## config.mk

```make
export PLATFORM = sky130hd
export DESIGN_NAME = bhs_ram
export DESIGN_NICKNAME = d
export VERILOG_FILES = /design/src/hdl/bhs_ram.sv
export SDC_FILE = /design/constraint.sdc
export NUM_CORES = 1
export LEC_CHECK = 0
export BUFFER_PORTS_ARGS = -buffer_cell sky130_fd_sc_hd__clkbuf_2
export CORE_MARGIN = 8
export CORE_UTILIZATION = 45
export CTS_BUF_LIST = sky130_fd_sc_hd__clkbuf_16
export CTS_CLUSTER_SIZE = 30
export DETAILED_ROUTE_END_ITERATION = 7
export MAX_ROUTING_LAYER = met4
export PLACE_DENSITY = 0.63
export SETUP_SLACK_MARGIN = 0.4
export SLEW_MARGIN = 20
export SYNTH_ARGS = -nofsm -noshare
export SYNTH_HDL_FRONTEND = slang
export SYNTH_SLANG_ARGS = --single-unit
```

## constraint.sdc

```tcl
create_clock -name clk -period 4.55 [get_ports clk]
set_input_delay 0.6825 -clock clk [delete_from_list [all_inputs] [get_ports clk]]
set_output_delay 0.6825 -clock clk [all_outputs]
set_load 0.05 [all_outputs]
```

## src/hdl/bhs_ram.sv

```systemverilog
`timescale 1ns / 1ps
// Generic simple dual-port RAM with one write port and a registered read port.
module bhs_ram #(
    parameter int unsigned WIDTH = 32,
    parameter int unsigned DEPTH = 16
) (
    input  logic                     clk,
    input  logic                     we,
    input  logic [$clog2(DEPTH)-1:0] waddr,
    input  logic [WIDTH-1:0]         wdata,
    input  logic                     re,
    input  logic [$clog2(DEPTH)-1:0] raddr,
    output logic [WIDTH-1:0]         rdata
);

    logic [WIDTH-1:0] mem [DEPTH];

    always_ff @(posedge clk)
    begin
        if (we)
        begin
            mem[waddr] <= wdata;
        end
        if (re)
        begin
            rdata <= mem[raddr];
        end
    end

endmodule : bhs_ram

```

==> impl_metrics.toml <==
[outcome]
outcome = "finished clean"

[cts]
post_cts_buffers = 0
h-tree-depth = 2
clkSinkCount = 544
clkLatencyLatePin_ns = 0.59
cts_buffers = 55
cts.clk_slew.worst_paths_ns = 0.06
root_buffer = "clkbuf_16"
postCtsResizedCells = 0
cts_buffer_depth = 3
cts_tree = "yes"
cts_hold_buf = 0

[final_layout]
final_cells = 1599
fillers = 3361
regArea_um2 = 16340
final_area_um2 = 23240
drive_gt1_frac = 0.3333
multi_input_area_um2 = 3750
final_util = 0.5255
area_delta_synth_final_pct = 15.19
layout_commonest_cell = "edfxtp_1"
final_cell_mix = "edfxtp_1, mux4_2, clkbuf_2, a22oi_1, clkbuf_16"
nNetsFinal = 1005

[floorplan]
rows = 77
die-height_um = 227.7
initial_utilization = 0.4562
dieArea_um2 = 51860
coreArea_um2 = 44220
die_x_um = 227.7
io_pins = 75

[sta]
slew_violations = 0
slew_headroom = 0.3444
layout_setup_ws_ns = 2.271
rsz0062_at_grt = "false"
finClkSkew_ns = 0.01408
period_share = 0.5010
setup_viol = 0
tns_ns = 0
finalCriticalPeriod_ns = 2.279
worstMarginPinSlew_ns = 0.9810
hold_ws_ns = 0.4987
fmax_ghz = 0.4387
hold_viol = 0

[setup_path]
critPathCaptureType = "flip-flop"
cpMaxStageDelayCell = "buf_4"
cp_max_fo = 45
cp-start-kind = "input pin"
crit_type = "input pin to flip-flop"
crit_path_max_incr_delay_ns = 0.54
path_common_cell = "buf_4"
required_ns = 4.86
rr_worst_depth = 3
worstPathCellList = "buf_4, buf_4, mux4_2, a22oi_1, nand2_1"
critPathArrivalTime_ns = 2.59

[power_and_ir_drop]
ir_worst_vdd_mv = 0.3183
combPwrFrac = 0.053
p_int_mw = 8.373
p_leak_nw = 7.475
finalPower_mw = 10.58
swShare = 0.2085
netSwitchingPower_mw = 2.206
power_density_nw_per_um2 = 455.2
p_seq_frac = 0.536
clkPwrFrac = 0.410

[drt]
wl_met3_um = 2300
dr.pass1.iters = 4
routedWlPerCell_um = 26.87
routed_wl_um = 42970
dr.first_iter.drc_count = 796
drc_errors = 0
wl_met1_um = 18020
highest_layer = "met4"
wl_met2_um = 21850
detail-route-antenna-nets = 0
viasPerCell = 5.655
vias = 9042

[synthesis]
netlist_area_um2 = 20170
synth_fp_nets = 881
yosys.area_share.adder = 0
syn_avg_cell_area_um2 = 24.07
yosys.area_share.simple = 0.01253
synth_xor_area_frac = 0
synth_top_family_by_area = "multiplexers"
synth.distinct_cells = 17
ys_seq_area_frac = 0.8097
synthCells = 838
synth_mux_area_frac = 0.1429
ys_ff_latch = 544
synth_compound_area_frac = 0.02382
yosysWarnings = 0

[placed_design]
post-place-ws_ns = 1.639
placed_area_um2 = 21490
dp_hpwl_um = 22970
dp_cells = 1497
port_buffers = 74
gp_congestion = 0.7153

[global_route]
grt_util_all_layers = 0.1706
grt_pass1_wl_um = 64150
grt_start_max_net_pins = 54
grt_pass1_vias = 9611
antenna_found_initial = 2
overflow = 0

[flow_run]
drv_cap = 0

[min_path]
hold_path.class = "input pin to flip-flop"
min_path_cells = 1
[worst max-delay path: cells and delay by family]
| family | cells | cell delay (ns) |
|---|---|---|
| AO/OA/AOI/OAI | 1 | 0.37 |
| buffers and inverters | 2 | 1.04 |
| multiplexers | 1 | 0.37 |
| AND/OR/NAND/NOR | 1 | 0.11 |
[flip-flops by register name, summed over array words and instances (netlist names)]
signal and flops:
rdata 32, mem 512
[worst paths after layout]
kind                                   from     endpoint  slack, ns
worst max-delay path               raddr[1]    rdata[10]       2.27
worst min-delay path              wdata[14]  mem[12][14]       0.50
worst max register to register   mem[9][10]    rdata[10]       2.93
worst min register to register  mem[14][30]    rdata[30]       0.74
[final cells by class]
class,count,area share
repair buffers,110,0.02859
well taps,592,0.03187
clock buffers,57,0.06138
clock inverters,43,0.01362
diodes,2,0.0002154
flip-flops and latches,544,0.7030
multi-input cells,251,0.1614
[metal layers]
layer,up-vias,track usage
met3,60,0.03003
li1,3864,-
met5,-,-
met4,0,0.04258
met1,4849,0.2215
met2,269,0.2794
[synth_stat cells]
cell | n | share of area
mux4_2 | 128 | 0.14
a22oi_1 | 64 | 0.024
buf_4 | 11 | 0.0041
nor3_1 | 4 | 0.00099
buf_1 | 9 | 0.0017
or3b_2 | 1 | 0.00043
edfxtp_1 | 544 | 0.81
nor2_1 | 13 | 0.0024
nand3_1 | 1 | 0.00025
buf_6 | 2 | 0.0011
nand3b_1 | 2 | 0.00074
and2_1 | 1 | 0.00031
nand2_1 | 33 | 0.0061
buf_2 | 4 | 0.00099
nand2b_1 | 2 | 0.00062
clkbuf_1 | 17 | 0.0032
nor2b_1 | 2 | 0.00062
[cell families after synthesis]
group                  count (synthesis)
AO/OA/AOI/OAI                         64
buffers and inverters                 43
flip-flops                           544
multiplexers                         128
AND/OR/NAND/NOR                       59
[power by group through the flow]
stage	Sequential [mW]	Combinational, mW	Clock, mW
final	5.68	0.564	4.34
after floorplan	5.86	0.270	0
after CTS	5.68	0.575	4.42
after global routing	5.68	0.606	4.63
after global placement	5.78	0.568	0
after detailed placement	5.78	0.575	0
(Power assumes the default switching activity.)
